$ cat config.mk
export PLATFORM = sky130hd
export DESIGN_NAME = three_phase_voltage_monitor
export DESIGN_NICKNAME = d
export VERILOG_FILES = /design/src/hdl/tpvm_pkg.sv /design/src/hdl/tpvm_front.sv /design/src/hdl/tpvm_div_cell.sv /design/src/hdl/three_phase_voltage_monitor.sv
export VERILOG_INCLUDE_DIRS = /design/src /design/src/hdl
export SDC_FILE = /design/constraint.sdc
export NUM_CORES = 2
export LEC_CHECK = 0
export ABC_AREA = 1
export BUFFER_PORTS_ARGS = -buffer_cell sky130_fd_sc_hd__buf_2
export CAP_MARGIN = 20
export CELL_PAD_IN_SITES_DETAIL_PLACEMENT = 0
export CELL_PAD_IN_SITES_GLOBAL_PLACEMENT = 1
export CORE_MARGIN = 1.5
export CORE_UTILIZATION = 54
export DETAILED_ROUTE_END_ITERATION = 6
export PLACE_DENSITY_LB_ADDON = 0.1
export SKIP_LAST_GASP = 1
export SYNTH_ARGS = -nofsm -noshare
export SYNTH_HDL_FRONTEND = slang
export SYNTH_SLANG_ARGS = --single-unit
$ cat constraint.sdc
create_clock -name clock -period 7.6 [get_ports clock]
set_clock_uncertainty 0.1 [all_clocks]
set_input_delay 1.9 -clock clock [delete_from_list [all_inputs] [get_ports clock]]
set_output_delay 1.9 -clock clock [all_outputs]
set_load 0.01 [all_outputs]
$ cat src/hdl/assert_macros.svh
// Assertion macros shared by the voltage monitor RTL.
`ifndef ASSERT_MACROS_SVH
`define ASSERT_MACROS_SVH

`ifndef SYNTH

// Check a boolean expression at every clock edge outside reset.
`define AST_ALWAYS(label, clk, rst, expr) \
   label: assert property (@(posedge clk) disable iff (rst) (expr)) \
      else $error("assertion failed");

// Check that the consequent holds whenever the antecedent holds.
`define AST_IMPLY(label, clk, rst, ante, cons) \
   label: assert property (@(posedge clk) disable iff (rst) (ante) |-> (cons)) \
      else $error("assertion failed");

`else

`define AST_ALWAYS(label, clk, rst, expr)
`define AST_IMPLY(label, clk, rst, ante, cons)

`endif

`endif

$ cat src/hdl/tpvm_pkg.sv
// Types and constants of the three-phase voltage monitor.
`default_nettype none

package tpvm_pkg;

   localparam int PHASES    = 3;
   localparam int VOLT_W    = 16;
   localparam int SUM_W     = 18;      // sum of three voltages, also 3*v
   localparam int NUM_W     = 32;      // deviation times scale
   localparam int QUO_W     = 15;      // unbalance, 0.01 % units
   localparam int STAT_W    = 2;
   localparam int CSR_IDX_W = 2;
   localparam int SCALE     = 10000;
   localparam int MIN_SUM   = 30;      // mean of 1 V in 0.1 V units, times 3
   localparam int MAX_UNBAL = 20000;

   localparam logic [VOLT_W-1:0] LOST_RESET  = VOLT_W'(800);
   localparam logic [VOLT_W-1:0] UNDER_RESET = VOLT_W'(1800);
   localparam logic [VOLT_W-1:0] OVER_RESET  = VOLT_W'(2400);

   localparam logic [CSR_IDX_W-1:0] CSR_LOST  = CSR_IDX_W'(0);
   localparam logic [CSR_IDX_W-1:0] CSR_UNDER = CSR_IDX_W'(1);
   localparam logic [CSR_IDX_W-1:0] CSR_OVER  = CSR_IDX_W'(2);

   typedef enum logic [STAT_W-1:0] {
      ST_OK    = 2'd0,
      ST_LOST  = 2'd1,
      ST_UNDER = 2'd2,
      ST_OVER  = 2'd3
   } status_type;

   typedef struct packed {
      logic [VOLT_W-1:0] lost;
      logic [VOLT_W-1:0] under;
      logic [VOLT_W-1:0] over;
   } thr_type;

   // One beat travelling down the divider chain.
   typedef struct packed {
      logic [PHASES-1:0][STAT_W-1:0] status;
      logic [SUM_W-1:0]              den;
      logic [NUM_W-1:0]              rem;
      logic [QUO_W-1:0]              quo;
   } div_type;

endpackage

`default_nettype wire

$ cat src/hdl/tpvm_front.sv
// Front stages: phase status, sum, largest deviation and scaled numerator.
`default_nettype none

module tpvm_front import tpvm_pkg::*; (
   input  logic                         clock,
   input  logic                         reset,
   input  thr_type                      thr,
   input  logic                         in_valid,
   output logic                         in_ready,
   input  logic [PHASES-1:0][VOLT_W-1:0] volt,
   input  logic [PHASES-1:0]            ok,
   output logic                         out_valid,
   input  logic                         out_ready,
   output div_type                      out_data
);

   function automatic logic [STAT_W-1:0] classify(input logic [VOLT_W-1:0] v,
                                                  input logic okay,
                                                  input thr_type t);
      status_type s;
      if (!okay)           s = ST_LOST;
      else if (v < t.lost)  s = ST_LOST;
      else if (v < t.under) s = ST_UNDER;
      else if (v > t.over)  s = ST_OVER;
      else                  s = ST_OK;
      return s;
   endfunction

   // stage a
   logic                          vld_a_ff, vld_a_in;
   logic [PHASES-1:0][STAT_W-1:0] stat_a_ff, stat_a_in;
   logic [PHASES-1:0][SUM_W-1:0]  tri_a_ff, tri_a_in;
   logic [SUM_W-1:0]              sum_a_ff, sum_a_in;
   logic                          zero_a_ff, zero_a_in;
   // stage b
   logic                          vld_b_ff, vld_b_in;
   logic [PHASES-1:0][STAT_W-1:0] stat_b_ff;
   logic [SUM_W-1:0]              sum_b_ff;
   logic                          zero_b_ff;
   logic [SUM_W-1:0]              dmax_b_ff, dmax_b_in;
   // stage c
   logic                          vld_c_ff, vld_c_in;
   div_type                       data_c_ff, data_c_in;

   logic rdy_a, rdy_b, rdy_c;
   logic [PHASES-1:0][SUM_W-1:0] diff;

   assign rdy_c    = ~vld_c_ff | out_ready;
   assign rdy_b    = ~vld_b_ff | rdy_c;
   assign rdy_a    = ~vld_a_ff | rdy_b;
   assign in_ready = rdy_a;

   assign vld_a_in = rdy_a ? in_valid : vld_a_ff;
   assign vld_b_in = rdy_b ? vld_a_ff : vld_b_ff;
   assign vld_c_in = rdy_c ? vld_b_ff : vld_c_ff;

   always_comb begin
      sum_a_in = '0;
      for (int p = 0; p < PHASES; p++) begin
         stat_a_in[p] = classify(volt[p], ok[p], thr);
         tri_a_in[p]  = (SUM_W'(volt[p]) << 1) + SUM_W'(volt[p]);
         sum_a_in     = sum_a_in + SUM_W'(volt[p]);
      end
      zero_a_in = ~(&ok) | (sum_a_in < SUM_W'(MIN_SUM));
   end

   always_comb begin
      dmax_b_in = '0;
      for (int p = 0; p < PHASES; p++) begin
         diff[p] = (tri_a_ff[p] >= sum_a_ff) ? tri_a_ff[p] - sum_a_ff
                                             : sum_a_ff - tri_a_ff[p];
         if (diff[p] > dmax_b_in) dmax_b_in = diff[p];
      end
   end

   always_comb begin
      data_c_in.status = stat_b_ff;
      data_c_in.quo    = '0;
      // force a harmless divisor when the unbalance is zero
      data_c_in.den    = zero_b_ff ? SUM_W'(1) : sum_b_ff;
      data_c_in.rem    = zero_b_ff ? '0 : NUM_W'(dmax_b_ff) * NUM_W'(SCALE);
   end

   always_ff @(posedge clock) begin
      if (reset) begin
         vld_a_ff <= 1'b0;
         vld_b_ff <= 1'b0;
         vld_c_ff <= 1'b0;
      end else begin
         vld_a_ff <= vld_a_in;
         vld_b_ff <= vld_b_in;
         vld_c_ff <= vld_c_in;
      end
   end

   always_ff @(posedge clock) begin
      if (in_valid && rdy_a) begin
         stat_a_ff <= stat_a_in;
         tri_a_ff  <= tri_a_in;
         sum_a_ff  <= sum_a_in;
         zero_a_ff <= zero_a_in;
      end
      if (vld_a_ff && rdy_b) begin
         stat_b_ff <= stat_a_ff;
         sum_b_ff  <= sum_a_ff;
         zero_b_ff <= zero_a_ff;
         dmax_b_ff <= dmax_b_in;
      end
      if (vld_b_ff && rdy_c) begin
         data_c_ff <= data_c_in;
      end
   end

   assign out_valid = vld_c_ff;
   assign out_data  = data_c_ff;

endmodule

`default_nettype wire

$ cat src/hdl/tpvm_div_cell.sv
// One restoring-division cell: settles one quotient bit per beat.
`default_nettype none

`include "assert_macros.svh"

module tpvm_div_cell import tpvm_pkg::*; #(
   parameter int STEP = 0
) (
   input  logic    clock,
   input  logic    reset,
   input  logic    in_valid,
   output logic    in_ready,
   input  div_type in_data,
   output logic    out_valid,
   input  logic    out_ready,
   output div_type out_data
);

   logic             vld_ff, vld_in;
   div_type          data_ff, data_in;
   logic [NUM_W-1:0] shifted;
   logic             fits;

   assign in_ready = ~vld_ff | out_ready;
   assign vld_in   = in_ready ? in_valid : vld_ff;

   always_comb begin
      shifted = NUM_W'(in_data.den) << STEP;
      fits    = in_data.rem >= shifted;
      data_in = in_data;
      if (fits) data_in.rem = in_data.rem - shifted;
      data_in.quo[STEP] = fits;
   end

   always_ff @(posedge clock) begin
      if (reset) begin
         vld_ff <= 1'b0;
      end else begin
         vld_ff <= vld_in;
      end
   end

   always_ff @(posedge clock) begin
      if (in_valid && in_ready) begin
         data_ff <= data_in;
      end
   end

   assign out_valid = vld_ff;
   assign out_data  = data_ff;

   // remainder must stay below the divisor at this bit weight
   `AST_IMPLY(a_rem_bound, clock, reset, vld_ff, (data_ff.rem >> STEP) < NUM_W'(data_ff.den))
   `AST_IMPLY(a_den_nonzero, clock, reset, vld_ff, data_ff.den != '0)

endmodule

`default_nettype wire

$ cat src/hdl/three_phase_voltage_monitor.sv
// Top level of the three-phase voltage monitor.
`default_nettype none

`include "assert_macros.svh"

// Three-phase voltage monitor. Each request beat carries three phase voltages
// in 0.1 V units with a valid flag per phase; each response beat carries a
// 2-bit status per phase (ok, lost, under, over) and the NEMA unbalance in
// 0.01 % units, floor(max|3v - sum| * 10000 / sum), zero when a phase is
// invalid or the mean is below 1 V. The block takes one beat per clock while
// responses are accepted and passes each beat through three front stages
// (status and sum, largest deviation, scaling multiply) and then a chain of
// 15 division cells, each settling one quotient bit. Every stage has its own
// valid flag and stalls only when the stage after it is full, so a waiting
// response does not block new requests until the whole chain has filled.
// Thresholds are written through the csr port (index 0 lost, 1 under, 2 over,
// other indexes ignored) and must only change while no beat is in flight.
module three_phase_voltage_monitor import tpvm_pkg::*; (
   input  logic                 clock,
   input  logic                 reset,
   // request channel
   input  logic                 req_valid,
   output logic                 req_ready,
   input  logic [VOLT_W-1:0]    req_voltage_r,
   input  logic [VOLT_W-1:0]    req_voltage_s,
   input  logic [VOLT_W-1:0]    req_voltage_t,
   input  logic                 req_valid_r,
   input  logic                 req_valid_s,
   input  logic                 req_valid_t,
   // response channel
   output logic                 rsp_valid,
   input  logic                 rsp_ready,
   output logic [STAT_W-1:0]    rsp_status_r,
   output logic [STAT_W-1:0]    rsp_status_s,
   output logic [STAT_W-1:0]    rsp_status_t,
   output logic [QUO_W-1:0]     rsp_unbalance,
   // threshold writes
   input  logic                 csr_wen,
   input  logic [CSR_IDX_W-1:0] csr_index,
   input  logic [VOLT_W-1:0]    csr_wdata
);

   thr_type thr_ff, thr_in;

   // Hold thresholds; drop writes to unused indexes.
   always_comb begin
      thr_in = thr_ff;
      if (csr_wen) begin
         case (csr_index)
            CSR_LOST:  thr_in.lost  = csr_wdata;
            CSR_UNDER: thr_in.under = csr_wdata;
            CSR_OVER:  thr_in.over  = csr_wdata;
            default:   thr_in       = thr_ff;
         endcase
      end
   end

   always_ff @(posedge clock) begin
      if (reset) begin
         thr_ff.lost  <= LOST_RESET;
         thr_ff.under <= UNDER_RESET;
         thr_ff.over  <= OVER_RESET;
      end else begin
         thr_ff <= thr_in;
      end
   end

   // Chain position 0 is the front output, position QUO_W the response.
   div_type                 chain_data [QUO_W+1];
   logic [QUO_W:0]          chain_vld;
   logic [QUO_W:0]          chain_rdy;

   tpvm_front u_front (
      .clock     (clock),
      .reset     (reset),
      .thr       (thr_ff),
      .in_valid  (req_valid),
      .in_ready  (req_ready),
      .volt      ({req_voltage_t, req_voltage_s, req_voltage_r}),
      .ok        ({req_valid_t, req_valid_s, req_valid_r}),
      .out_valid (chain_vld[0]),
      .out_ready (chain_rdy[0]),
      .out_data  (chain_data[0])
   );

   // Advance one quotient bit per cell, most significant bit first.
   for (genvar i = 0; i < QUO_W; i++) begin : g_cell
      tpvm_div_cell #(
         .STEP (QUO_W - 1 - i)
      ) u_cell (
         .clock     (clock),
         .reset     (reset),
         .in_valid  (chain_vld[i]),
         .in_ready  (chain_rdy[i]),
         .in_data   (chain_data[i]),
         .out_valid (chain_vld[i+1]),
         .out_ready (chain_rdy[i+1]),
         .out_data  (chain_data[i+1])
      );
   end

   assign chain_rdy[QUO_W] = rsp_ready;
   assign rsp_valid        = chain_vld[QUO_W];
   assign rsp_status_r     = chain_data[QUO_W].status[0];
   assign rsp_status_s     = chain_data[QUO_W].status[1];
   assign rsp_status_t     = chain_data[QUO_W].status[2];
   assign rsp_unbalance    = chain_data[QUO_W].quo;

   // deviation is at most twice the mean, so the quotient stays in range
   `AST_IMPLY(a_unbal_range, clock, reset, rsp_valid, rsp_unbalance <= QUO_W'(MAX_UNBAL))
   // a front beat enters the divider chain with all quotient bits still clear
   `AST_IMPLY(a_front_quo_clear, clock, reset, chain_vld[0], chain_data[0].quo == '0)

endmodule

`default_nettype wire

==> flow_summary_export.csv <==
group,metric,value,unit
logic_synthesis,synth_edf_count,1034,
route,drc,0,
placed_design,place_area,74100,um2
clocking,clock_path_buffers,3,
worst_setup_path,path_max_fanout,17,
cells_and_area,multi_input_area,34200,um2
route,num_vias,55400,
global_routing,grt_pass1_vias,53900,
cells_and_area,drive_gt1_share,6.76,%
clocking,numCtsBuffers,117,
status,status,"finished clean",
logic_synthesis,ys_seq_area_share,45.0,%
sta,finalSetupViolCount,0,
power_and_ir_drop,power_frac_comb,55.0,%
clocking,post-cts-setup-buffers,0,
floorplanning,dieArea,135000,um2
worst_setup_path,worst_ep_arrival_time,6980,ps
power_and_ir_drop,p_leak,33.0,nW
clocking,cts_hold_buf,0,
sta,timing.hold.ws,300,ps
clocking,clkTransAtPathRegs,70,ps
placed_design,port_buffers,96,
sta,report.final.slew_viol_count,0,
route,top_layer,"met5",
cells_and_area,final_cell_area,78100,um2
logic_synthesis,synth-main-ff-cell,"edfxtp_1",
power_and_ir_drop,p_switching,0.0141,W
logic_synthesis,synth.distinct_cells,77,
clocking,root_buffer,"clkbuf_16",
cells_and_area,regArea,32400,um2
sta,tightestPinTransition,1230,ps
floorplanning,start_util,54.6,%
placed_design,finalWeightedCongestion,0.987,
power_and_ir_drop,p_per_area,392,nW/um2
sta,fin_setup_tns,0,ps
sta,slew_headroom,17.3,%
route,dr.pass1.iters,6,
global_routing,grt_max_degree,70,
worst_setup_path,cp.buffers_inverters,6,
route,wl_met2,96500,um
floorplanning,die_x,368,um
sta,min_period,6590,ps
power_and_ir_drop,swShare,46.1,%
clocking,insertion_delay,770,ps
run,drv_cap,0,
sta,finalHoldViolations,0,
worst_setup_path,slowest_delay,660,ps
global_routing,grt_overflow,0,
route,via_per_inst,5.62,
min_path,min_path_type,"reg2reg",
clocking,cts_tree,"done",
worst_setup_path,crit_path_end_kind,"register",
cells_and_area,final_nets,8839,
clocking,cts_resized,0,
power_and_ir_drop,total_power,0.0306,W
power_and_ir_drop,pwr-share-seq,25.4,%
cells_and_area,syn_to_final_growth,8.63,%
logic_synthesis,netlist_area,71900,um2
sta,rsz0062_at_grt,"no",
power_and_ir_drop,p_int,0.0165,W
power_and_ir_drop,ir_drop,0.987,mV
floorplanning,die_y,368,um
route,drtAntennaViolNets,0,
global_routing,antenna_found_initial,7,
route,wl_met1,94600,um
worst_setup_path,cp_data_required_time,7990,ps
global_routing,track_usage,31.0,%
logic_synthesis,synth-warning-count,0,
clocking,cts_sinks,1100,
cells_and_area,fillers,11600,
route,wl_met3,12000,um
route,wl_per_cell,21.4,um
route,routed_wl,211000,um
worst_setup_path,cpMostUsedCell,"nand2_1",
route,drt_iter0_drc,4618,
floorplanning,num_rows,133,
floorplanning,core,132000,um2
power_and_ir_drop,clockPowerShare,19.6,%
clocking,ctsHtreeMaxLevel,3,
logic_synthesis,synth_cells,7874,
placed_design,hpwl,171000,um
worst_setup_path,path_class,"reg2reg",
logic_synthesis,syn-num-nets,8721,
logic_synthesis,synthArstFlopShare,0,%
worst_setup_path,cp-start-kind,"register",
worst_setup_path,cp_top_family,"compound AO/OA/AOI/OAI gates",
global_routing,grt_pass1_wl,320000,um
sta,period_share,86.7,%
worst_setup_path,cpMaxStageDelayCell,"edfxtp_1",
logic_synthesis,syn-mean-instance-area,9.13,um2
sta,fmax,152,MHz
logic_synthesis,ys_seq_elements,1100,
logic_synthesis,synth_top_area_share,43.2,%
floorplanning,ios,97,
logic_synthesis,yosysTopAreaCell,"edfxtp_1",
logic_synthesis,yosys-top-cells-area,"edfxtp_1 43%, ha_1 12%, nand2_1 7.2%, inv_1 6.3%, a21oi_1 5.1%",
==> cell usage after synthesis (all sizes together) (4+ instances only) <==
| library cell | instances |
|---|---|
| a21o | 40 |
| o221ai | 8 |
| ha | 707 |
| nor4 | 37 |
| or2 | 68 |
| o31ai | 12 |
| edfxtp | 1034 |
| a21boi | 37 |
| dfxtp | 66 |
| xnor2 | 156 |
| and3 | 5 |
| and2 | 10 |
| a211oi | 12 |
| buf | 96 |
| o21ai | 591 |
| a31oi | 32 |
| inv | 1218 |
| o211ai | 40 |
| nand2 | 1404 |
| a2111oi | 5 |
| o21bai | 50 |
| nor2 | 623 |
| nand3 | 252 |
| nand3b | 17 |
| nand4 | 86 |
| nor3 | 105 |
| o2111ai | 14 |
| a21oi | 758 |
| fa | 66 |
| xor2 | 226 |
| o21a | 44 |
| clkbuf | 30 |
| a221oi | 4 |
==> layout by cell type (no fill, tap or decap), types with 29 or more instances in the layout <==
cell type / n
nor3_1: 96
dfxtp_1: 66
clkbuf_16: 119
nand4_1: 81
nand2_1: 1381
inv_1: 1199
ha_1: 707
a21o_1: 39
o21ai_0: 474
buf_2: 96
or2_2: 62
buf_4: 29
nor4_1: 35
nand3_1: 245
nor2_1: 604
edfxtp_1: 1034
a21oi_1: 725
o211ai_1: 39
o21ai_1: 66
o21a_1: 44
fa_1: 66
o21ai_2: 49
xor2_1: 226
o21bai_1: 49
a31oi_1: 32
xnor2_1: 156
==> layout make-up <==
cell class,instances,area share [%]
Clock inverter,77,1.26
Tap cell,1755,2.81
Clock buffer,137,3.92
Antenna cell,3,0.00961
Inverter,1220,5.86
Timing Repair Buffer,125,0.894
Sequential cell,1100,41.4
Multi-Input combinational cell,5428,43.8
==> power by group through the flow <==
stage	Clock [W]	Combinational, W	Sequential (W)
after floorplan	0	0.0121	0.00759
after global placement	0	0.0164	0.00786
after detailed placement	0	0.0165	0.00786
after CTS	0.00609	0.0166	0.00774
after global routing	0.00630	0.0192	0.00778
final	0.00600	0.0168	0.00776
==> sequential cells by signal, summed over array words and instances (netlist names) <==
signal,flops
u_front.sum_a_ff,18
u_front.vld_b_ff,1
u_front.out_valid,1
thr_ff,48
u_front.tri_a_ff,54
u_front.stat_a_ff,6
u_front.sum_b_ff,18
g_cell.u_cell.out_data,860
u_front.zero_b_ff,1
u_front.out_data,52
u_front.dmax_b_ff,18
u_front.vld_a_ff,1
u_front.data_c_in,6
g_cell.u_cell.out_valid,15
u_front.zero_a_ff,1
==> routing by layer <==
metal / GRT usage, % / vias to the layer above
met5: 0 / -
met1: 42.7 / 26500
met4: 10.7 / 2
li1: - / 27000
met2: 50.3 / 1565
met3: 3.97 / 300
==> path summary, 6_finish.rpt <==
check,start,endpoint,slack [ps],depth (start not counted)
setup / recovery,u_front.sum_a_ff[1]$_DFFE_PP_,u_front.dmax_b_ff[6]$_DFFE_PP_,1010,33
hold / removal,g_cell[2].u_cell.out_data[65]$_DFFE_PP_,g_cell[3].u_cell.out_data[65]$_DFFE_PP_,300,0
setup reg to reg,u_front.sum_a_ff[1]$_DFFE_PP_,u_front.dmax_b_ff[6]$_DFFE_PP_,1010,33
hold reg to reg,g_cell[2].u_cell.out_data[65]$_DFFE_PP_,g_cell[3].u_cell.out_data[65]$_DFFE_PP_,300,0
==> cells by family after synthesis <==
family / after synthesis / synth area share, %
and+or+nand+nor: 2616 / 15.5
AOI/OAI and AO/OA: 1657 / 13.2
xor gates and xnor gates: 382 / 4.65
buffers and inverters: 1346 / 7.52
adders and majority gates: 773 / 14.1
DFF: 1100 / 45.0
==> per-stage QoR <==
step / worst slack [ps] / util (%) / std cells
after CTS: 1040 / 59.3 / 9842
final: 1010 / 59.3 / 9845
after global routing: 441 / 59.3 / 9843
after global placement: 1110 / 56.2 / 9628
after detailed placement: 1030 / 56.2 / 9628
after floorplan: 1780 / - / 7874
Note: power is estimated with default switching activity, not from simulation.
